$ cat src/rtl/jse_pkg.sv
// Shared types, constants and helper functions of the JSON string escaper.
// No dependencies; used by the top level, jse_front, jse_queue and jse_back.
package jse_pkg;

  localparam int unsigned QDepth = 4;

  // Characters used when building escape sequences.
  localparam logic [7:0] ChQuest  = 8'h3F;
  localparam logic [7:0] ChBslash = 8'h5C;
  localparam logic [7:0] ChQuote  = 8'h22;
  localparam logic [7:0] ChU      = 8'h75;
  localparam logic [7:0] ChN      = 8'h6E;
  localparam logic [7:0] ChR      = 8'h72;
  localparam logic [7:0] ChT      = 8'h74;
  localparam logic [7:0] ChZero   = 8'h30;
  localparam logic [7:0] ChD      = 8'h64;
  localparam logic [7:0] CtlLf    = 8'h0A;
  localparam logic [7:0] CtlCr    = 8'h0D;
  localparam logic [7:0] CtlTab   = 8'h09;

  // What the back end spells out after the leading '?' bytes.
  typedef enum logic [2:0] {
    KindNone,   // only '?' bytes, if any
    KindLit1,   // data[7:0] as is
    KindEsc2,   // backslash, data[7:0]
    KindU00,    // \u00xx of data[7:0]
    KindPass2,  // data[15:8], data[7:0]
    KindPass3,  // data[23:16], data[15:8], data[7:0]
    KindSurr    // \uD8xx\uDCxx, data[19:0] is the offset above 0x10000
  } kind_e;

  typedef struct packed {
    logic [2:0]  qcnt;
    kind_e       kind;
    logic [23:0] data;
    logic        last;
  } desc_t;

  function automatic logic [7:0] hex_digit(input logic [3:0] nib);
    hex_digit = (nib < 4'd10) ? (8'h30 + {4'b0, nib}) : (8'h57 + {4'b0, nib});
  endfunction

  // Sequence length of a lead byte, 0 when it is not a valid lead.
  function automatic logic [2:0] lead_len(input logic [7:0] b);
    if (b >= 8'hC2 && b <= 8'hDF)      lead_len = 3'd2;
    else if (b >= 8'hE0 && b <= 8'hEF) lead_len = 3'd3;
    else if (b >= 8'hF0 && b <= 8'hF4) lead_len = 3'd4;
    else                               lead_len = 3'd0;
  endfunction

  function automatic logic second_ok(input logic [7:0] lead, input logic [7:0] b);
    logic [7:0] lo;
    logic [7:0] hi;
    lo = 8'h80;
    hi = 8'hBF;
    if (lead == 8'hE0) lo = 8'hA0;
    if (lead == 8'hED) hi = 8'h9F;
    if (lead == 8'hF0) lo = 8'h90;
    if (lead == 8'hF4) hi = 8'h8F;
    second_ok = (b >= lo) && (b <= hi);
  endfunction

  function automatic logic [3:0] kind_len(input kind_e k);
    unique case (k)
      KindNone:  kind_len = 4'd0;
      KindLit1:  kind_len = 4'd1;
      KindEsc2:  kind_len = 4'd2;
      KindU00:   kind_len = 4'd6;
      KindPass2: kind_len = 4'd2;
      KindPass3: kind_len = 4'd3;
      KindSurr:  kind_len = 4'd12;
      default:   kind_len = 4'd0;
    endcase
  endfunction

endpackage

$ cat src/rtl/json_string_escaper_utf8_unit.sv
// Streaming JSON string escaper with UTF-8 validation, top level.
// Instantiates jse_front, jse_queue and jse_back; depends on jse_pkg.
//
// Usage:
//   Input channel (in_valid_i/in_ready_o) takes one raw string byte per beat,
//   with end_of_string_i marking the final byte of a string.
//   Output channel (out_valid_o/out_ready_i) gives one escaped byte per beat;
//   last_of_string_o flags the final output byte of a string.
// Path: the edge that accepts a byte that yields output writes its descriptor
//   into the queue; a later edge, once the back end reaches it and the output
//   is not stalled, loads its first output byte into the output register.
// Throughput: one output byte per cycle while the receiver does not stall,
//   set by the single back-end byte sequencer. Plain ASCII runs at one input
//   beat per cycle; an escape or a UTF-8 sequence is spelled out byte by byte
//   (2 bytes for short escapes, 6 for \u00xx, 12 for a surrogate pair).
//   UTF-8 leads and middle bytes are absorbed by the front with no output.
// Stalls: the descriptor queue (QDepth entries) lets the front keep taking
//   beats while the receiver stalls; in_ready_o drops only when it is full.
// Reset: rst_ni clears the held-byte count, queue and output valid; the empty
//   queue keeps in_ready_o high, so the block accepts beats right after reset.
module json_string_escaper_utf8_unit #(
  parameter int unsigned QDepth = jse_pkg::QDepth
) (
  input  logic       clk_i,
  input  logic       rst_ni,
  input  logic       in_valid_i,
  output logic       in_ready_o,
  input  logic [7:0] in_byte_i,
  input  logic       end_of_string_i,
  output logic       out_valid_o,
  input  logic       out_ready_i,
  output logic [7:0] out_byte_o,
  output logic       last_of_string_o
);

  logic           accept;
  logic           push;
  logic           pop;
  logic           full;
  logic           empty;
  jse_pkg::desc_t front_desc;
  jse_pkg::desc_t head_desc;

  // Front keeps going as long as there is room for one more descriptor.
  assign in_ready_o = !full;
  assign accept     = in_valid_i && in_ready_o;

  jse_front u_front (
    .clk_i,
    .rst_ni,
    .accept_i        (accept),
    .in_byte_i,
    .end_of_string_i,
    .push_o          (push),
    .desc_o          (front_desc)
  );

  jse_queue #(
    .Depth (QDepth)
  ) u_queue (
    .clk_i,
    .rst_ni,
    .push_i  (push),
    .desc_i  (front_desc),
    .pop_i   (pop),
    .full_o  (full),
    .empty_o (empty),
    .desc_o  (head_desc)
  );

  // Back end drains the queue head a byte at a time.
  jse_back u_back (
    .clk_i,
    .rst_ni,
    .head_valid_i    (!empty),
    .head_i          (head_desc),
    .pop_o           (pop),
    .out_valid_o,
    .out_ready_i,
    .out_byte_o,
    .last_of_string_o
  );

endmodule

$ cat src/rtl/jse_front.sv
// Front end: takes input beats, tracks held UTF-8 bytes, builds descriptors.
// Depends on jse_pkg.
module jse_front (
  input  logic              clk_i,
  input  logic              rst_ni,
  input  logic              accept_i,
  input  logic [7:0]        in_byte_i,
  input  logic              end_of_string_i,
  output logic              push_o,
  output jse_pkg::desc_t    desc_o
);

  logic [7:0] held_q [3];
  logic [1:0] cnt_q, cnt_d;
  logic       wr_en;
  logic [1:0] wr_idx;

  always_comb begin
    logic [2:0]  len;
    logic [2:0]  pos;
    logic        ok;
    logic        fresh;
    logic [2:0]  qbase;
    logic [2:0]  newcnt;
    logic [20:0] cp;
    logic [20:0] off;
    jse_pkg::kind_e kind;
    logic [23:0] data;

    len    = jse_pkg::lead_len(held_q[0]);
    pos    = {1'b0, cnt_q};
    ok     = 1'b0;
    fresh  = 1'b0;
    qbase  = 3'd0;
    newcnt = 3'd0;
    kind   = jse_pkg::KindNone;
    data   = 24'd0;
    wr_en  = 1'b0;
    wr_idx = cnt_q;
    cp     = {held_q[0][2:0], held_q[1][5:0], held_q[2][5:0], in_byte_i[5:0]};
    off    = cp - 21'h10000;

    if (cnt_q == 2'd0) begin
      fresh = 1'b1;
    end else begin
      if (pos == 3'd1) ok = jse_pkg::second_ok(held_q[0], in_byte_i);
      else             ok = (in_byte_i >= 8'h80) && (in_byte_i <= 8'hBF);
      if (len == 3'd0 || pos >= len) ok = 1'b0;

      if (!ok) begin
        qbase = pos;
        fresh = 1'b1;
      end else if (pos + 3'd1 == len) begin
        priority if (len == 3'd4) begin
          kind = jse_pkg::KindSurr;
          data = {4'd0, off[19:0]};
        end else if (len == 3'd3) begin
          kind = jse_pkg::KindPass3;
          data = {held_q[0], held_q[1], in_byte_i};
        end else begin
          kind = jse_pkg::KindPass2;
          data = {8'd0, held_q[0], in_byte_i};
        end
      end else begin
        wr_en  = 1'b1;
        newcnt = pos + 3'd1;
      end
    end

    if (fresh) begin
      data = {16'd0, in_byte_i};
      if (in_byte_i < 8'h80) begin
        priority if (in_byte_i == jse_pkg::ChQuote || in_byte_i == jse_pkg::ChBslash) begin
          kind = jse_pkg::KindEsc2;
        end else if (in_byte_i == jse_pkg::CtlLf) begin
          kind = jse_pkg::KindEsc2;
          data = {16'd0, jse_pkg::ChN};
        end else if (in_byte_i == jse_pkg::CtlCr) begin
          kind = jse_pkg::KindEsc2;
          data = {16'd0, jse_pkg::ChR};
        end else if (in_byte_i == jse_pkg::CtlTab) begin
          kind = jse_pkg::KindEsc2;
          data = {16'd0, jse_pkg::ChT};
        end else if (in_byte_i < 8'h20) begin
          kind = jse_pkg::KindU00;
        end else begin
          kind = jse_pkg::KindLit1;
        end
      end else if (jse_pkg::lead_len(in_byte_i) != 3'd0) begin
        kind   = jse_pkg::KindNone;
        wr_en  = 1'b1;
        wr_idx = 2'd0;
        newcnt = 3'd1;
      end else begin
        kind = jse_pkg::KindLit1;
        data = {16'd0, jse_pkg::ChQuest};
      end
    end

    // End of string: whatever is still held turns into '?' bytes.
    if (end_of_string_i && newcnt != 3'd0) begin
      qbase  = qbase + newcnt;
      newcnt = 3'd0;
    end

    cnt_d         = newcnt[1:0];
    desc_o.qcnt   = qbase;
    desc_o.kind   = kind;
    desc_o.data   = data;
    desc_o.last   = end_of_string_i;
    push_o        = accept_i && (qbase != 3'd0 || kind != jse_pkg::KindNone);
  end

  always_ff @(posedge clk_i or negedge rst_ni) begin
    if (!rst_ni) begin
      cnt_q <= 2'd0;
    end else if (accept_i) begin
      cnt_q <= cnt_d;
    end
  end

  always_ff @(posedge clk_i) begin
    if (accept_i && wr_en) begin
      held_q[wr_idx] <= in_byte_i;
    end
  end

endmodule

$ cat src/rtl/jse_queue.sv
// Descriptor queue between front and back end, register based.
// Depends on jse_pkg.
module jse_queue #(
  parameter int unsigned Depth = jse_pkg::QDepth
) (
  input  logic           clk_i,
  input  logic           rst_ni,
  input  logic           push_i,
  input  jse_pkg::desc_t desc_i,
  input  logic           pop_i,
  output logic           full_o,
  output logic           empty_o,
  output jse_pkg::desc_t desc_o
);

  localparam int unsigned PtrW = (Depth > 1) ? $clog2(Depth) : 1;
  localparam int unsigned CntW = $clog2(Depth + 1);

  jse_pkg::desc_t mem_q [Depth];
  logic [PtrW-1:0] wr_q, wr_d, rd_q, rd_d;
  logic [CntW-1:0] cnt_q, cnt_d;

  function automatic logic [PtrW-1:0] bump(input logic [PtrW-1:0] p);
    bump = (p == PtrW'(Depth - 1)) ? '0 : p + PtrW'(1);
  endfunction

  assign full_o  = (cnt_q == CntW'(Depth));
  assign empty_o = (cnt_q == '0);
  assign desc_o  = mem_q[rd_q];

  always_comb begin
    wr_d  = push_i ? bump(wr_q) : wr_q;
    rd_d  = pop_i ? bump(rd_q) : rd_q;
    cnt_d = cnt_q + CntW'(push_i) - CntW'(pop_i);
  end

  always_ff @(posedge clk_i or negedge rst_ni) begin
    if (!rst_ni) begin
      wr_q  <= '0;
      rd_q  <= '0;
      cnt_q <= '0;
    end else begin
      wr_q  <= wr_d;
      rd_q  <= rd_d;
      cnt_q <= cnt_d;
    end
  end

  always_ff @(posedge clk_i) begin
    if (push_i) begin
      mem_q[wr_q] <= desc_i;
    end
  end

endmodule

$ cat src/rtl/jse_back.sv
// Back end: spells out one descriptor a byte per cycle into the output register unless stalled.
// Depends on jse_pkg.
module jse_back (
  input  logic           clk_i,
  input  logic           rst_ni,
  input  logic           head_valid_i,
  input  jse_pkg::desc_t head_i,
  output logic           pop_o,
  output logic           out_valid_o,
  input  logic           out_ready_i,
  output logic [7:0]     out_byte_o,
  output logic           last_of_string_o
);

  logic [3:0] idx_q, idx_d;
  logic       vld_q, vld_d;
  logic [7:0] byte_q, byte_d;
  logic       last_q, last_d;
  logic       step;
  logic       final_b;

  always_comb begin
    logic [3:0]  total;
    logic [3:0]  j;
    logic [23:0] d;
    logic [7:0]  b;

    d     = head_i.data;
    total = {1'b0, head_i.qcnt} + jse_pkg::kind_len(head_i.kind);
    j     = idx_q - {1'b0, head_i.qcnt};
    b     = jse_pkg::ChQuest;

    if (idx_q >= {1'b0, head_i.qcnt}) begin
      unique case (head_i.kind)
        jse_pkg::KindLit1: b = d[7:0];
        jse_pkg::KindEsc2: b = (j == 4'd0) ? jse_pkg::ChBslash : d[7:0];
        jse_pkg::KindPass2: b = (j == 4'd0) ? d[15:8] : d[7:0];
        jse_pkg::KindPass3: begin
          unique case (j)
            4'd0:    b = d[23:16];
            4'd1:    b = d[15:8];
            default: b = d[7:0];
          endcase
        end
        jse_pkg::KindU00: begin
          unique case (j)
            4'd0:    b = jse_pkg::ChBslash;
            4'd1:    b = jse_pkg::ChU;
            4'd2:    b = jse_pkg::ChZero;
            4'd3:    b = jse_pkg::ChZero;
            4'd4:    b = jse_pkg::hex_digit(d[7:4]);
            default: b = jse_pkg::hex_digit(d[3:0]);
          endcase
        end
        jse_pkg::KindSurr: begin
          unique case (j)
            4'd0, 4'd6: b = jse_pkg::ChBslash;
            4'd1, 4'd7: b = jse_pkg::ChU;
            4'd2, 4'd8: b = jse_pkg::ChD;
            4'd3:       b = jse_pkg::hex_digit({2'b10, d[19:18]});
            4'd4:       b = jse_pkg::hex_digit(d[17:14]);
            4'd5:       b = jse_pkg::hex_digit(d[13:10]);
            4'd9:       b = jse_pkg::hex_digit({2'b11, d[9:8]});
            4'd10:      b = jse_pkg::hex_digit(d[7:4]);
            default:    b = jse_pkg::hex_digit(d[3:0]);
          endcase
        end
        default: b = jse_pkg::ChQuest;
      endcase
    end

    step    = head_valid_i && (!vld_q || out_ready_i);
    final_b = (idx_q + 4'd1 >= total);
    pop_o   = step && final_b;

    idx_d  = idx_q;
    vld_d  = vld_q && !out_ready_i;
    byte_d = byte_q;
    last_d = last_q;
    if (step) begin
      idx_d  = final_b ? 4'd0 : idx_q + 4'd1;
      vld_d  = 1'b1;
      byte_d = b;
      last_d = head_i.last && final_b;
    end
  end

  always_ff @(posedge clk_i or negedge rst_ni) begin
    if (!rst_ni) begin
      idx_q <= 4'd0;
      vld_q <= 1'b0;
    end else begin
      idx_q <= idx_d;
      vld_q <= vld_d;
    end
  end

  always_ff @(posedge clk_i) begin
    byte_q <= byte_d;
    last_q <= last_d;
  end

  assign out_valid_o      = vld_q;
  assign out_byte_o       = byte_q;
  assign last_of_string_o = last_q;

endmodule

$ cat config.mk
export PLATFORM = sky130hd
export DESIGN_NAME = json_string_escaper_utf8_unit
export DESIGN_NICKNAME = d
export VERILOG_FILES = /design/src/rtl/jse_pkg.sv /design/src/rtl/json_string_escaper_utf8_unit.sv /design/src/rtl/jse_front.sv /design/src/rtl/jse_queue.sv /design/src/rtl/jse_back.sv
export SDC_FILE = /design/constraint.sdc
export NUM_CORES = 1
export LEC_CHECK = 0
export BUFFER_PORTS_ARGS = -buffer_cell sky130_fd_sc_hd__buf_2
export CORE_MARGIN = 2
export CORE_UTILIZATION = 50
export CTS_CLUSTER_SIZE = 40
export DETAILED_ROUTE_END_ITERATION = 8
export PLACE_DENSITY = 0.66
export SYNTH_ARGS = -nofsm -noshare
export SYNTH_HDL_FRONTEND = slang
export SYNTH_HIERARCHICAL = 1
export SYNTH_SLANG_ARGS = --single-unit
$ cat constraint.sdc
create_clock -name clk_i -period 4.6 [get_ports clk_i]
set_input_delay 0.23 -clock clk_i [delete_from_list [all_inputs] [get_ports clk_i]]
set_output_delay 0.23 -clock clk_i [all_outputs]
set_load 0.01 [all_outputs]
* Word level (Yosys, flattened, before mapping)
Memories as Yosys holds them, arrays and structs flattened.
Cells that the tools add are included.
** Storage, ports and cells
- Register bits after elaboration :: 23
- Memory bits (writable) :: 148
- Bits of input ports :: 13
- Output and inout bits :: 11
- Word-level logic and storage cells :: 211
- Memories :: 2
** Memory list
- u_queue.mem_q :: words 4, bits a word 31, rd ports 1, clocked after Yosys merged registers in 0, write ports 1, RTL line jse_queue.sv:19 : jse_pkg::desc_t mem_q [Depth];
- u_front.held_q :: words 3, bits a word 8, rd ports 3, clocked after Yosys merged registers in 0, write ports 1, RTL line jse_front.sv:13 : logic [7:0] held_q [3];
** Operators by class
- $add $sub $neg :: 21
- $lt $le $gt $ge :: 26
- Eq/ne operators :: 32
- Muxes and demuxes :: 85
- Reduce and logical (&&, ||, !) cells :: 37
** Operators by type and width (count)
- 2-to-1 mux 24 bit :: 10
- 2-to-1 mux 8 bit :: 13
- 2-to-1 mux 3 bit :: 26
- one-hot mux 8 bit (8 select lines) :: 1
- >= comparator 8 bit, second input constant :: 7
- less-or-equal comparator 8 bit, second input constant :: 7
- adder 7 x 4 -> 8 bit, first input constant :: 6
- one-hot mux 8 bit (6 select lines) :: 1
- adder 6 x 4 -> 7 bit, first input constant :: 5
- equality test 8 bit, second input constant :: 4
- one-hot mux 8 bit (4 select lines) :: 1
- equality test 8 x 4 -> 1 bit, second input constant :: 3
- 2-to-1 mux 6 bit :: 4
- less-than comparator 4 bit, second input constant :: 5
- one-hot mux 4 bit (5 select lines) :: 1
- subtractor 20 x 17 -> 20 bit, second input constant :: 1
- 2-to-1 mux 1 bit :: 18
- equality test 4 x 3 -> 1 bit, second input constant :: 4
- logical AND 1 bit :: 16
- 2-to-1 mux 2 bit :: 8
- one-hot mux 8 bit (2 select lines) :: 1
- equality test 3 bit, second input constant :: 5
- equality test 4 bit, second input constant :: 3
- nonzero test 3 bit :: 4
- 31 further kinds :: 47

* Logic depth before layout (Yosys ltp)
An unclocked memory read counts as a cell.
- Word-level depth :: 26
- Mapped depth :: 23
- Depth with buffers taken out :: 21

* By module
Netlist, hierarchy kept.
** Modules (own cells, without submodules)
- jse_queue :: instances 1, cells each 198, area each 4927.2 µm², sequential area each 3898.7 µm²
- jse_back :: instances 1, cells each 345, area each 2501.1 µm², sequential area each 395.4 µm²
- jse_front :: instances 1, cells each 217, area each 1914.3 µm², sequential area each 710.7 µm²
- json_string_escaper_utf8_unit :: instances 1, cells each 3, area each 13.8 µm², sequential area each 0.0 µm²

* Worst setup path after synthesis
No wires, ideal clock.
- Path type :: reg2reg
- Start point :: mem u_front.held_q[0][4]
- End point :: mem u_queue/mem_q[2][0] (netlist bit), enable pin
- Setup time :: 391 ps
- Arrival :: 4389 ps
- Data required time :: 4209 ps
- Setup slack :: -180 ps
- Cell stages (with the launch flop) :: 19
- Path buffers :: 2
- Clock period less this slack :: 4780 ps
- Path through :: edfxtp_1 > nor2_1 > nand2_1 > inv_1 > clkbuf_1 > a31oi_1 > nor3_1 > ha_1 > a221oi_1 > o2bb2ai_1 > a211oi_1 > buf_2 > a21oi_1 > ha_1 > fa_1 > nor2_1 > o21ai_0 > o311a_1 > and2_1
** RTL lines (RTL line)
- from (decl) :: jse_front.sv:13
- to (decl) :: jse_queue.sv:19

==> results.yml <==
cells_and_area:
  syn_to_final_growth_pct: 12.4
  drive_above_1_share_pct: 17.6
  n_antenna_cell: 0
  final_util_pct: 56.8
  nNetsFinal: 857
setup_path:
  r2r_start: "u_front/held_q[0][1]$_DFFE_PP_"
  worstSetupPathType: "reg2reg"
  r2r_cells: 16
  crit_family: "simple AND/OR/NAND/NOR gates"
  cpPeakStageDelay_ns: 0.46
  r2r_end: "u_queue/mem_q[1][22]$_DFFE_PP_"
  crit_buf_inv: 3
  cp-end-kind: "register"
  path_cells: "or3_1, or3_1, ha_1, a221oi_2, o2bb2ai_2, a211oi_2, buf_4, and2b_1, and2_1, fa_1, nor2_1, o21ai_0, o311a_1, buf_4, and2_2, buf_12"
  r2r_slack_ns: 0.23
  worstPathArrival_ns: 4.53
  cp-start-kind: "register"
  crit_fanout: 31
  cp.required_ns: 4.76
  crit_slowest_cell: "fa_1"
min_path:
  hold_class: "in2reg"
  min_to: "u_queue/mem_q[3][0]$_DFFE_PP_"
  hold_path_depth: 1
  worstHoldStart: "end_of_string_i"
place:
  portBuffers: 23
  gp_congestion: 0.932
  hpwlAfterDp_um: 15800
pwr:
  p_leak_nw: 3.75
  powerDensity_mw_per_mm2: 806
  vdd_drop_max_uv: 294
sta:
  setup_viol: 0
  hold_viol: 0
  maxSlewHeadroom_pct: 39.8
  clock.fmax_mhz: 229
  post-route-min-period_ns: 4.37
  clock_skew_ns: 0.00823
  hold_slack_ns: 0.0836
  tightest_slew_ns: 0.899
  maxSlewViolCount: 0
  post-route-period-util_pct: 95.0
  fin_setup_tns_ns: 0
synth:
  synth-seq-area-share_pct: 53.5
  synth-edff-count: 155
  avgSynthCellArea_um2: 12.3
  synth_nets: 816
  syn_area_mm2: 0.00936
  yosysTopAreaCell: "edfxtp_1"
  synth_top_area_share_pct: 49.7
  async_reset_ff_share_pct: 8.28
  ys_types: 75
  yosysMostFrequentCell: "edfxtp_1"
  synth_commonest_cells: "edfxtp_1 (155), nor2_1 (55), a21oi_1 (46), inv_1 (46), nand2_1 (46)"
  yosysWarnings: 6
  synthFlopType: "edfxtp_1"
  synth_area_leaders: "edfxtp_1 (50%), mux4_2 (6.7%), ha_1 (4.8%), dfrtp_1 (3.7%), a21oi_1 (2.5%)"
  synth-seq-cells: 169
  synth_cells: 763
clock_network:
  clk_latency_ns: 0.43
  cts_buffer_depth: 2
  cts_root_buffer: "clkbuf_16"
  cts_made_buffers: 17
  htreeDepth: 4
  cts.sinks: 169
  path_clk_slew_ns: 0.06
  tritoncts: "done"
floorplanning:
  die_x_um: 141
  rows: 50
  dieHeight_um: 141
  dieArea_mm2: 0.0198
  start_util_pct: 50.5
  ios: 24
  core_mm2: 0.0185
run_status:
  outcome: "finished, final reports clean"
grt:
  grt_pass1_vias: 6466
  grt_max_degree: 32
  antenna_found_initial: 0
  grt_pass1_wl_um: 35300
  track_usage_pct: 23.2
  overflow: 0
routing:
  via_count: 6541
  via_per_inst: 6.22
  first_iter_violations: 515
  finalWirelength_um: 22200
  wl_per_cell_um: 21.2
  antenna_left: 0
  drtPass1Iterations: 5
  drc: 0
run:
  max_cap_viol_count: 0
## worst max path at each step
stage          cells after the start                             end                            from
6_report                          16  u_queue/mem_q[1][22]$_DFFE_PP_  u_front/held_q[0][1]$_DFFE_PP_
5_1_grt                           21      u_queue/cnt_q[2]$_DFF_PN0_  u_front/held_q[0][7]$_DFFE_PP_
4_1_cts                           16  u_queue/mem_q[1][22]$_DFFE_PP_  u_front/held_q[0][1]$_DFFE_PP_
3_5_place_dp                      16      u_queue/cnt_q[2]$_DFF_PN0_  u_front/held_q[0][1]$_DFFE_PP_
3_3_place_gp                      16      u_queue/cnt_q[2]$_DFF_PN0_  u_front/held_q[0][1]$_DFFE_PP_
2_1_floorplan                     21      u_queue/cnt_q[2]$_DFF_PN0_  u_front/held_q[0][4]$_DFFE_PP_
## placed cells by master, fill, tap and decap left out, drive strengths merged, types with 6 or more instances in the layout
cell type / netlist / routed
a211oi: 6 / 6
a21oi: 46 / 46
a221oi: 7 / 7
a22oi: 6 / 6
a31oi: 16 / 16
and2: 6 / 6
and3: 6 / 6
buf: 25 / 59
clkbuf: 13 / 20
clkinv: 2 / 7
dfrtp: 14 / 14
edfxtp: 155 / 155
ha: 36 / 36
inv: 46 / 47
mux2i: 8 / 8
mux4: 31 / 31
nand2: 46 / 46
nand2b: 16 / 16
nand3: 13 / 13
nand4: 9 / 9
nor2: 56 / 56
nor2b: 7 / 7
nor3: 28 / 28
o21ai: 42 / 42
o31ai: 7 / 7
or3: 8 / 8
xnor2: 16 / 16
xor2: 9 / 9
## what timing repair did
item,4_1_cts,5_1_grt
endpoints found under the setup margin,0,129
setup buffers,0,1
hold buffers,1,0
gates resized for setup,0,7
hold endpoints to repair,14,0
## registers in the layout, summed over array words and instances, names as in the netlist
| name | count |
|---|---|
| u_queue/wr_q | 2 |
| u_front/cnt_q | 2 |
| u_queue/cnt_q | 3 |
| u_back/out_valid_o | 1 |
| u_back/last_of_string_o | 1 |
| u_back/out_byte_o | 8 |
| u_queue/rd_q | 2 |
| u_queue/mem_q | 124 |
| u_front/held_q | 22 |
| u_back/idx_q | 4 |
## cell type report
cell class	instances	area [µm²]
sequential	169	5010
clock buffer	20	437
clock inverter	12	198
fill	1476	8000
multi-input combinational	508	3960
timing repair buffer	60	445
tap	234	293
inverter	48	180
## layer usage
metal,track usage (%),part of all wire (%),vias up
met5,0,0,-
li1,-,-,3018
met4,10.5,3.6,0
met1,30.2,43,3217
met2,38.9,49,251
met3,3.40,4.4,55
## per-stage QoR
stage | std cells | setup slack [ns] | power, W | area (µm²)
after floorplan | 763 | 0.115 | 0.00560 | 9360
after global placement | 1017 | 0.168 | 0.00684 | 9830
after detailed placement | 1017 | 0.0162 | 0.00690 | 9830
after CTS | 1050 | 0.00286 | 0.00844 | 10500
after global routing | 1051 | -0.0208 | 0.00904 | 10500
final | 1051 | 0.231 | 0.00848 | 10500
## logic make-up (layout without fill, tap and decap cells)
kind of cell	after synthesis	count (layout)	synth area share [%]
AO/OA/AOI/OAI	184	184	13.3
buffers and inverters	86	140	4.68
multiplexers	44	44	9.04
AND/OR/NAND/NOR	214	214	11.5
XOR/XNOR	25	25	2.34
flip-flops	169	169	53.5
other	1	1	0.0401
adder cells (fa/ha/maj)	40	40	5.67
## power breakdown
group          leakage (nW)  total (W)  switching, W  internal (W)
clock                 0.306    0.00152      0.000553      0.000962
sequential             1.55    0.00215      0.000122       0.00203
combinational          1.89    0.00481       0.00297       0.00185
total                  3.75    0.00848       0.00364       0.00484
Power figures use the tool's default switching activity.
